--- config.mk ---
export PLATFORM = sky130hd
export DESIGN_NAME = kmr_ram
export DESIGN_NICKNAME = d
export VERILOG_FILES = /design/src/hw/rtl/kmr_ram.sv
export SDC_FILE = /design/constraint.sdc
export NUM_CORES = 2
export LEC_CHECK = 0
export ABC_AREA = 0
export BUFFER_PORTS_ARGS = -buffer_cell sky130_fd_sc_hd__buf_2
export CAP_MARGIN = 20
export CORE_ASPECT_RATIO = 1.5
export CORE_UTILIZATION = 30
export DETAILED_ROUTE_END_ITERATION = 8
export HOLD_SLACK_MARGIN = 0.12
export PLACE_DENSITY_LB_ADDON = 0.1
export SYNTH_ARGS = -nofsm -noshare
export SYNTH_HDL_FRONTEND = slang
export SYNTH_SLANG_ARGS = --single-unit
export TNS_END_PERCENT = 1
--- constraint.sdc ---
create_clock -name clk -period 8.7 [get_ports clk]
set_clock_uncertainty 0.1 [all_clocks]
set_input_delay 0.87 -clock clk [delete_from_list [all_inputs] [get_ports clk]]
set_output_delay 0.87 -clock clk [all_outputs]
set_load 0.05 [all_outputs]
--- src/hw/rtl/kmr_ram.sv ---
// ----------------------------------------------------------------------------
// kmr_ram
// Simple dual-port RAM, one write and one registered read port.
// ----------------------------------------------------------------------------
module kmr_ram #(
	parameter int WIDTH = 64,
	parameter int DEPTH = 64
) (
	input  logic                     clk,
	input  logic                     we,
	input  logic [$clog2(DEPTH)-1:0] waddr,
	input  logic [WIDTH-1:0]         wdata,
	input  logic [$clog2(DEPTH)-1:0] raddr,
	output logic [WIDTH-1:0]         rdata
);
	logic [WIDTH-1:0] mem [DEPTH];

	always_ff @(posedge clk) begin
		if (we)
			mem[waddr] <= wdata;
		rdata <= mem[raddr];
	end
endmodule

# After elaboration in Yosys (flattened, before gate mapping)
# Memories as Yosys holds them, arrays and structs flattened. A register that Yosys moved wholly into a read port is not among the register bits.
# Cells that the tools add are included.
# totals
n_memories,1
mem_bits_rw,4096
regBits,0
in_bits,78
output_inout_bits,64
elab_cells,3
# memory_table
memory,depth,word_bits,read_ports,rd_ports_with_merged_regs,wr,line_no,text
mem,64,64,1,1,1,16,logic [WIDTH-1:0] mem [DEPTH];
# classes
muxes,2
# ops
cell,count
$mux 1,2

# Longest topological paths before layout
# depth
ltp_word,2
ltp_mapped,9
mapped_depth_nobuf,5

# Worst setup path after synthesis
# No wires, ideal clock.
# synth_timing
path_type,input -> register
startpoint,input waddr[3]
endpoint,memory mem[48][0] (enable)
setup_slack_ns,2.294
cell_stages,4
required_time_ns,8.036
setup_time_ns,0.564
t_arrival_ns,5.742
path_cell_list,clkbuf_1 > nor2b_1 > nand4b_1 > nor3_1
# synth_rtl
element,line_no,text
start: declaration,11,"input logic [$clog2(DEPTH)-1:0] waddr,"
end: declaration,16,
# Straight into the memory's write port.

==> out/metrics.yaml <==
outcome:
  status: "complete, no violations"
place:
  port_buffers: 141
  post-place-ws_ps: 3780
  place_area_um2: 167000
  dp_hpwl_um: 283000
  place.gp.congestion: 0.730
synth:
  synthArstFlopShare_pct: 0
  synthTopCellsByCount: "edfxtp_1 (4096), mux4_2 (1024), buf_2 (170)"
  yosysWarnings: 0
  yosysMostFrequentCell: "edfxtp_1"
  synth_area_um2: 156000
  synth_cell_types: 33
  synthCells: 6598
  ys_ff_latch: 4160
  synth_area_leader_cell: "edfxtp_1"
  synth-edff-count: 4096
  syn_area_per_cell_um2: 23.7
  ys.flop_type: "edfxtp_1"
  seq_area_frac_synth_pct: 79.5
  synth.top_cell.area_share_pct: 78.7
  synthTopCellsByArea: "edfxtp_1 (79%), mux4_2 (15%), mux2i_1 (0.86%)"
  syn-num-nets: 6676
floorplan:
  initial_core_util_pct: 30.1
  die-area_um2: 524000
  die_w_um: 591
  rows: 324
  fp.dieH_um: 886
  fp.coreArea_um2: 519000
  ioPinCount: 142
critical_path:
  critPathTopFamily: "buffers and inverters"
  cp_max_fo: 50
  cp.arrival_ps: 4380
  worst_path_most_repeated_cell: "buf_4"
  critPathBufInv: 4
  start_kind: "input pin"
  r2r_slack_ps: 6210
  slowest_stage: "buf_4"
  critical-path-max-stage-delay_ps: 630
  endpoint_kind: "flop"
  crit_type: "input pin to flop"
  crit_chain: "buf_12 > buf_4 > buf_4 > buf_4 > mux4_2 > mux2i_1 > nand2_1 > a41oi_1 > a211oi_1"
  critical_path_required_ps: 9420
finish:
  fin_area_um2: 182000
  nFillCells: 48000
  drive_gt1_share_pct: 29.1
  layout.nets: 7183
  multi_input_area_um2: 30800
  areaGrowthSynthToFinish_pct: 16.4
  seqCellArea_um2: 124000
timing:
  period_minus_slack_ps: 3660
  rsz0062_at_grt: "no"
  tns_ps: 0
  fin_crit_sh_pct: 42.1
  worst_slew_pin_slew_ps: 1120
  finalSetupViolCount: 0
  hold_viol_final: 0
  fin_hold_ws_ps: 182
  fin_ws_ps: 5040
  relSlewSlack_pct: 25.2
  final_max_slew_viol_count: 0
  fmax_ghz: 0.273
pwr:
  vdd_ir_drop_max_v: 0.000149
  power_mw: 43.1
  p_leak_nw: 55.9
  power.density_nw_per_um2: 237
routing:
  routed_via_density: 5.14
  drtAntennaViolNets: 0
  post_drt_wl_per_cell_um: 36.3
  wirelength_um: 520000
  drc: 0
  first_pass_iters: 5
  drtIter0Drc: 6812
  vias: 73700
global_route:
  track_usage_pct: 19.7
  grt_pass1_wl_um: 699000
  grt_max_degree: 103
  grt_pass1_vias: 78500
  grt_overflow: 0
  antenna_found_initial: 45
clocking:
  cts.clk_slew.worst_paths_ps: 60
  cts.path.max_buffers: 4
  h-tree-depth: 5
  clock_sinks: 4160
  ctsHoldBuffers: 2
  cts_tree: "yes"
  post_cts_buffers: 0
  clkLatencyLatePin_ps: 1020
  numCtsBuffers: 419
  cts_resized: 0
  clock-root-buffer: "clkbuf_16"
min_path:
  min_path_type: "input pin to flop"
job:
  cap_violations: 0
metrics by stage:
stage          std cells  util [%]
2_1_floorplan       6598         -
3_3_place_gp       13500      32.2
3_5_place_dp       13500      32.2
4_1_cts            14300      34.9
5_1_grt            14300      35.1
6_report           14300      35.1
cell usage in the layout (no fill, tap or decap), types with 19 or more instances in the layout:
| cell | n |
|---|---|
| buf_4 | 197 |
| or3_1 | 29 |
| nand3_1 | 45 |
| o221ai_1 | 38 |
| dfxtp_1 | 64 |
| nor2_1 | 47 |
| mux2i_1 | 135 |
| dlygate4sd3_1 | 29 |
| clkinv_1 | 68 |
| mux4_2 | 1024 |
| clkbuf_1 | 106 |
| nor2b_1 | 24 |
| a211oi_1 | 63 |
| clkinv_2 | 63 |
| buf_2 | 138 |
| a41oi_1 | 26 |
| nand2_1 | 54 |
| o22ai_1 | 83 |
| diode_2 | 25 |
| a22o_1 | 88 |
| a22oi_1 | 168 |
| edfxtp_1 | 4096 |
| or2_2 | 28 |
| clkbuf_8 | 41 |
| bufinv_16 | 46 |
| nor2_4 | 65 |
| inv_1 | 19 |
| a2bb2oi_1 | 19 |
| buf_12 | 87 |
| and3_1 | 64 |
| clkbuf_16 | 427 |
worst register-to-register path: cells and delay by family, from the launching register on:
family,cells,cell delay (ps)
compound gates,2,1050
flops,1,360
mux,1,450
simple gates,2,420
report_power, final:
group          total (mW)  internal, mW  switching (mW)
clock                18.6          10.7            7.91
sequential           22.3          22.2           0.112
combinational        2.19         0.740            1.45
flip-flops by register name (all words and copies together), names as in the netlist:
name	cells
rdata	64
mem	4096
cell families (layout without fill, tap and decap cells):
logic type,Yosys count,in the layout,synth area share [%]
buf+inv,389,1259,1.18
simple gates,386,386,1.24
other cells,0,25,0
flops,4160,4160,79.5
compound gates,504,504,2.48
mux,1159,1159,15.6
routing by layer:
metal / vias to the layer above / GRT usage, % / share of wire [%]
met2: 1886 / 36.6 / 54
met5: - / 0 / 0.013
met4: 10 / 5.57 / 2.9
li1: 29600 / - / -
met1: 41600 / 23.8 / 39
met3: 635 / 2.33 / 3.8
final cells by class:
class / instances / share of cell area, %
Tap cell: 6846 / 4.71
Inverter: 19 / 0.0392
Sequential cell: 4160 / 68.3
Antenna cell: 25 / 0.0344
Clock inverter: 210 / 1.28
Clock buffer: 574 / 6.40
Multi-Input combinational cell: 2049 / 16.9
Timing Repair Buffer: 456 / 2.37
path summary, 6_finish.rpt:
kind | from | cells past startpoint | endpoint
worst min register to register | mem[63][12] | 4 | rdata[12]
worst min-delay path | wdata[1] | 1 | mem[0][1]
worst max register to register | mem[10][28] | 5 | rdata[28]
worst max-delay path | raddr[0] | 9 | rdata[41]
Note: power is estimated with default switching activity, not from simulation.
