File: src/hw/rtl/kmr_pkg.sv
// ----------------------------------------------------------------------------
// kmr_pkg
// Shared types, field widths, codes and saturation helper for the Kron
// matrix reduction core.
// ----------------------------------------------------------------------------
package kmr_pkg;

	localparam int IDX_W   = 3;
	localparam int DATA_W  = 32;
	localparam int CNT_W   = 3;
	localparam int STAT_W  = 2;
	localparam int CFG_IDX_W = 1;

	typedef enum logic [STAT_W-1:0] {
		STATUS_OK       = 2'd0,
		STATUS_SINGULAR = 2'd1,
		STATUS_BAD_SIZE = 2'd2
	} status_t;

	typedef enum logic [CFG_IDX_W-1:0] {
		CFG_NUM_PHASES   = 1'b0,
		CFG_NUM_NEUTRALS = 1'b1
	} cfg_idx_t;

	typedef enum logic {
		OP_LOAD    = 1'b0,
		OP_COMPUTE = 1'b1
	} op_t;

	function automatic logic signed [DATA_W-1:0] sat_mag(logic [64:0] mag, logic neg);
		logic signed [DATA_W-1:0] res;
		if (neg) begin
			if (mag >= 65'h0_8000_0000)
				res = 32'sh8000_0000;
			else
				res = -$signed(mag[DATA_W-1:0]);
		end else begin
			if (mag > 65'h0_7FFF_FFFF)
				res = 32'sh7FFF_FFFF;
			else
				res = $signed(mag[DATA_W-1:0]);
		end
		return res;
	endfunction

endpackage

File: src/hw/rtl/kmr_div.sv
// ----------------------------------------------------------------------------
// kmr_div
// Restoring divider, one quotient bit per cycle: round(num * 2^F / den)
// with ties away from zero, result saturated to 32 bits.
// ----------------------------------------------------------------------------
module kmr_div #(
	parameter int FRAC_BITS = 20
) (
	input  logic                              clk,
	input  logic                              arst_n,
	input  logic                              start,
	input  logic                              neg,
	input  logic [63:0]                       num,
	input  logic [63:0]                       den,
	output logic                              busy,
	output logic signed [kmr_pkg::DATA_W-1:0] quo
);
	localparam int STEPS = 64 + FRAC_BITS;
	localparam int CW = $clog2(STEPS + 1);
	localparam logic [34:0] CAP = 35'h2_0000_0000;

	logic        busy_q;
	logic [CW-1:0] cnt_q;
	logic [63:0] num_q, den_q;
	logic [64:0] r_q;
	logic [34:0] q_q;
	logic        neg_q;
	logic signed [kmr_pkg::DATA_W-1:0] quo_q;

	logic [64:0] rs, rn;
	logic [34:0] qs, qn, qr;
	logic        qbit;

	always_comb begin
		rs = {r_q[63:0], num_q[63]};
		qbit = (rs >= {1'b0, den_q});
		rn = qbit ? rs - {1'b0, den_q} : rs;
		qs = {q_q[33:0], qbit};
		qn = (qs > CAP) ? CAP : qs;
		qr = ({rn[63:0], 1'b0} >= {1'b0, den_q}) ? qn + 35'd1 : qn;
	end

	always_ff @(posedge clk or negedge arst_n) begin
		if (!arst_n) begin
			busy_q <= 1'b0;
			cnt_q  <= '0;
		end else if (start) begin
			busy_q <= 1'b1;
			cnt_q  <= '0;
		end else if (busy_q) begin
			cnt_q <= cnt_q + CW'(1);
			if (cnt_q == CW'(STEPS - 1))
				busy_q <= 1'b0;
		end
	end

	always_ff @(posedge clk) begin
		if (start) begin
			num_q <= num;
			den_q <= den;
			neg_q <= neg;
			r_q   <= '0;
			q_q   <= '0;
		end else if (busy_q) begin
			num_q <= {num_q[62:0], 1'b0};
			r_q   <= rn;
			q_q   <= qn;
			if (cnt_q == CW'(STEPS - 1))
				quo_q <= kmr_pkg::sat_mag(65'(qr), neg_q);
		end
	end

	assign busy = busy_q;
	assign quo  = quo_q;
endmodule

File: config.mk
export PLATFORM = sky130hd
export DESIGN_NAME = kmr_div
export DESIGN_NICKNAME = d
export VERILOG_FILES = /design/src/hw/rtl/kmr_pkg.sv /design/src/hw/rtl/kmr_div.sv
export SDC_FILE = /design/constraint.sdc
export NUM_CORES = 1
export LEC_CHECK = 0
export BUFFER_PORTS_ARGS = -buffer_cell sky130_fd_sc_hd__buf_4
export CAP_MARGIN = 5
export CORE_UTILIZATION = 30
export DETAILED_ROUTE_END_ITERATION = 8
export GPL_TIMING_DRIVEN = 0
export PLACE_DENSITY = 0.45
export SLEW_MARGIN = 20
export SYNTH_ARGS = -nofsm -noshare
export SYNTH_HDL_FRONTEND = slang
export SYNTH_SLANG_ARGS = --single-unit
File: constraint.sdc
create_clock -name clk -period 8.8 [get_ports clk]
set_input_delay 1.76 -clock clk [delete_from_list [all_inputs] [get_ports clk]]
set_output_delay 1.76 -clock clk [all_outputs]
set_load 0.02 [all_outputs]
# Yosys cells after proc, flatten, opt, wreduce, memory -nomap -nowiden

Index checks and enable logic that the tools add are counted.

Output and inout bits: 33
Input bits: 132
Register bits: 267
Word-level logic and storage cells: 34

Magnitude comparators: 5
Equal/unequal tests: 1
Reduce and logical (&&, ||, !) cells: 2
Bitwise operators: 1
Multiplexer cells: 13
$add $sub $neg: 4

Operators by type and width:

| operator              | count |
|---|---|
| $mux 64               | 3 |
| $ge 65x64->1          | 2 |
| $mux 32               | 3 |
| $mux 35               | 2 |
| $sub 64x64->64        | 1 |
| $add 35x1->35 const B | 1 |
| $ge 35x32->1 const B  | 1 |
| $gt 35x31->1 const B  | 1 |
| $gt 35x34->1 const B  | 1 |
| $neg 32->32           | 1 |
| $mux 7                | 2 |
| $add 7x1->7 const B   | 1 |
| $eq 7x7->1 const B    | 1 |
| $mux 1                | 3 |
| $reduce_and 3->1      | 1 |
| $reduce_bool 2->1     | 1 |
| $not 1->1             | 1 |

# Depth between registers and ports, before layout

Depth in word-level cells: 8
Mapped depth: 35

# Worst setup path before layout

OpenSTA, ideal clock, no wires.

Kind: register -> register
From: reg num_q[63]
To: reg quo_q, in the netlist quo[28], data pin
Arrival time: 7.369 ns
Period minus slack after synthesis: 7.635 ns
Library setup time: 0.266 ns
Data required time: 8.534 ns
Buffers on the path: 2
Slack: 1.165 ns
Cell stages (with the launch flop): 36
Path through: edfxtp_1 -> inv_1 -> ha_1 -> inv_1 -> fa_1 -> a21o_1 -> a21oi_1 -> o21bai_1 -> a21oi_1 -> o21ai_0 -> a221o_1 -> a31oi_1 -> o31a_1 -> o21ai_0 -> a31oi_1 -> o21bai_1 -> a21oi_1 -> xnor2_1 -> mux2_2 -> ha_1 -> nand4_1 -> nor4_2 -> nand3_1 -> or4b_1 -> a31oi_1 -> o21a_1 -> a31oi_4 -> a211oi_2 -> buf_2 -> mux2i_4 -> nand4_4 -> nor4_4 -> nand4_4 -> buf_6 -> o31ai_2 -> xor2_1

RTL lines:

| what                                           | RTL line                     | source |
|---|---|---|
| start, declared                                | kmr_div.sv:24                | `logic [63:0] num_q, den_q;` |
| start signal, assigned                         | kmr_div.sv:59                | `num_q <= num;` |
| start signal, assigned                         | kmr_div.sv:65                | `num_q <= {num_q[62:0], 1'b0};` |
| $sub 64x64->64 or $ge 65x64->1 (tied branches) | kmr_div.sv:37, kmr_div.sv:36 |  |
| $mux 64 *                                      | kmr_div.sv:37                | `rn = qbit ? rs - {1'b0, den_q} : rs;` |
| net rn[44]                                     | kmr_div.sv:30                | `logic [64:0] rs, rn;` |
| $ge 65x64->1 *                                 | kmr_div.sv:40                | `qr = ({rn[63:0], 1'b0} >= {1'b0, den_q}) ? qn + 35'd1 : qn;` |
| $mux 35 *                                      | kmr_div.sv:40                |  |
| $neg 32->32 (tied with other cells)            | kmr_pkg.sv:36                | `res = -$signed(mag[DATA_W-1:0]);` |
| $mux 32 (on tied branches)                     | kmr_pkg.sv:33, kmr_pkg.sv:38 |  |
| $mux 32 *                                      | kmr_pkg.sv:32                | `if (neg) begin` |
| end signal, assigned                           | kmr_div.sv:69                | `quo_q <= kmr_pkg::sat_mag(65'(qr), neg_q);` |
| end, declared                                  | kmr_div.sv:28                | `logic signed [kmr_pkg::DATA_W-1:0] quo_q;` |

The timed path passes the listed nets; every way through them passes the cells marked *.
A chain may end at the register's enable or synchronous reset.

# Worst setup path in the final report

From: reg num_q[63]
To: reg quo_q, in the netlist quo[29], data pin

Same word-level chain as after synthesis.

==> run metrics <==
CTS sink cnt=approximately 270; Final TNS setup=0 ns; WL per Instance=19.1 um; Comb power frac=51.4%; clk slew on worst S/H paths=0.06 ns; grt ovf=0; hold crit path type=flip-flop to flip-flop; reg2reg start=num_q[63]; Worst VDD drop=0.126 mV; area delta synth->final=21.2%; final core utilization=37.0%; mapped cell area=17,300 um^2; Post-synth ARST share=~3%; Worst R2R Setup Slack=0.39 ns; Setup Skew=0.0307 ns; crit path DAT=around 8.7 ns; final cycle utilization of the critical path=95.6%; CP bufs+invs=4; number of synthesized flops with an enable pin=161; #FFs+latches synth=267; clock buffer depth=3; fin. max-slew vios=0; Avg Inst Size Synth=about 9.5 um^2; sw power=between 2 and 3 mW; Max stage delay on crit path=0.61 ns; Boundary Pins=165; Lkg Pwr=about 9.0 nW; die width=242 um; drt first pass iters=5; fin crit period=8.41 ns; Max Cap Viol=0; footprint of the multi-input gates=around 10000 um^2; Num CTS Buffers=34; hold path endpoint=r_q[5]; ys flop type=edfxtp_1; endpoints failing setup=0; flip-flop and latch area=around 7000 um^2; Worst Tran Pin Value=between 1 and 1.5 ns; Internal=3.61 mW; synth unique cells=96; Final #Nets=2,307; diodes inserted=0; hold_sp=r_q[5]; Hold Crit Depth=2; floorplan core area=56,700 um^2; H-tree depth=2; Core Rows=87; hold_buf cts=0; number of vias per cell=5.15; Clock power frac=22.2%; FMAX=119 MHz; all-layer global routing usage=18.2%; Cell Pwr Density=298 nW/um^2; first-pass GRT wire length=83.8 mm; Design Area, Final=~21,000 um^2; Worst Setup Start Kind=flip-flop; Reg power frac=26.4%; non-filler instance count after layout=between 2,000 and 3,000; Initial Util=between 30% and 40%; DPL Wire Length=40.7 mm; crit path kind=flip-flop to flip-flop; CTS tree=yes; Critical-path top delay cell=or4b_4; sw frac=42.1%; largest area contributor in the netlist=edfxtp_1; top post-synthesis cells by area=edfxtp_1 28%, dfxtp_1 11%, ha_1 9.3%, mux2_2 4.5%, nor2_1 4.4%; initial antenna violation count=1; 1st-iter DRT viols=around 900; Clock Tree Root=clkbuf_16; DR DRC count=0; sequential share of the synthesized area=40.4%; GPL Wtd Cong=about 0.90; most frequent cells after synthesis=202 x nor2_1, 164 x nand2_1, 161 x edfxtp_1; die area=58,600 um^2; number of global-route vias before repair=14,300; max_slew headroom=29.2%; via count=14,600; Reg2Reg Depth=35; critical path endpoint category=flip-flop; final hold vios=0; DP Area=19,500 um^2; Placed Cells=2,751; crit-path leading delay family=compound AO/OA/AOI/OAI gates; status=finished clean; Cells after Synth=1,829; Synth top area share=27.9%; Yosys warnings=0; antenna viol nets, final=0; largest net degree at the start of global routing=67; worst-skew pair later-pin latency=0.56 ns; Worst R2R End=quo[29]; final-layout fill cell count=5,791; layout cells sized above 1=18.9%; CP Data Required Time=between 9 and 10 ns; most numerous cell in the Yosys netlist=nor2_1; die height=about 240 um; DRT Wirelength=54.0 mm; I/O Buffers=164; syn_nets=2,091; Crit Path Max Fanout=7
==> routing by layer <==
metal	global-route usage, %	wire (um)	vias up
met2	28.4	23600	326
met1	25.8	26600	7027
met4	4.54	1050	2
met5	0	17	-
li1	-	-	7136
met3	3.20	2680	65
==> per-stage QoR <==
stage                     setup slack [ns]  power (mW)  hold slack, ns
after floorplan                       1.16        3.89           0.458
after global placement               -1.58        4.70           0.472
after detailed placement             -1.55        4.73           0.488
after CTS                          0.00810        6.24           0.498
after global routing               -0.0139        6.72           0.512
final                                0.387        6.24           0.494
==> worst register-to-register path: cells and delay by family, from the launching register on <==
kind / cells / cell delay (ns)
fa+ha+maj: 3 / 0.83
mux: 1 / 0.30
flops: 1 / 0.46
compound gates: 18 / 3.75
xor+xnor: 2 / 0.31
simple gates: 7 / 2.00
buf+inv: 4 / 0.52
==> cell type report <==
class	instances	share of cell area (%)
buffer	82	1.74
clock buffer	40	4.27
clock inverter	22	0.913
inverter	97	1.75
multi-input combinational	1383	46.9
sequential	267	33.4
tap	756	4.51
timing repair buffer	180	6.55
==> flip-flops by register name, indices dropped and copies added, names as in the netlist <==
name	cells
r_q	64
quo	32
num_q	64
busy	1
cnt_q	7
q_q	34
den_q	64
neg_q	1
==> cell usage in the layout (no fill, tap or decap), types with 33 or more instances in the layout <==
master	instances
edfxtp_1	161
clkbuf_1	61
ha_1	129
inv_1	95
clkbuf_16	35
mux2i_1	43
a22o_1	33
buf_4	177
o21ai_0	79
a21oi_1	139
xnor2_1	57
dfxtp_1	98
xor2_1	44
nand4_1	34
nor2_1	201
a21o_1	38
mux2_2	69
nand2_1	164
==> logic make-up (layout without fill, tap and decap cells) <==
family                     count (synthesis)  after routing  share of synthesized area [%]
adders and majority gates                130            130                           9.45
AOI/OAI and AO/OA                        462            462                           17.6
DFF                                      267            267                           40.4
xor gates and xnor gates                 102            102                           5.16
and+or+nand+nor                          575            575                           16.1
buffers and inverters                    179            421                           4.07
muxes                                    114            114                           7.17
==> what timing repair did <==
action	CTS	global route
cloned	0	1
pin swaps	8	10
setup endpoints to repair	32	32
gates resized for setup	31	37
buffers inserted	8	5
==> worst max path at each step <==
stage	from	to	slack [ns]	depth (start not counted)
6_report	num_q[63]	quo[29]	0.39	35
5_1_grt	num_q[63]	quo[28]	-0.01	37
4_1_cts	num_q[63]	quo[30]	0.008	35
3_5_place_dp	num_q[63]	quo[14]	-1.55	33
3_3_place_gp	num_q[63]	quo[14]	-1.58	33
2_1_floorplan	num_q[63]	quo[28]	1.16	35
==> power groups by stage <==
stage          clock [mW]  sequential (mW)  combinational, mW
3_5_place_dp            0             1.67               3.06
5_1_grt              1.48             1.67               3.57
6_report             1.39             1.65               3.21
2_1_floorplan           0             1.63               2.25
3_3_place_gp            0             1.67               3.03
4_1_cts              1.44             1.65               3.14
No activity file was read; power rests on OpenSTA's default activity.
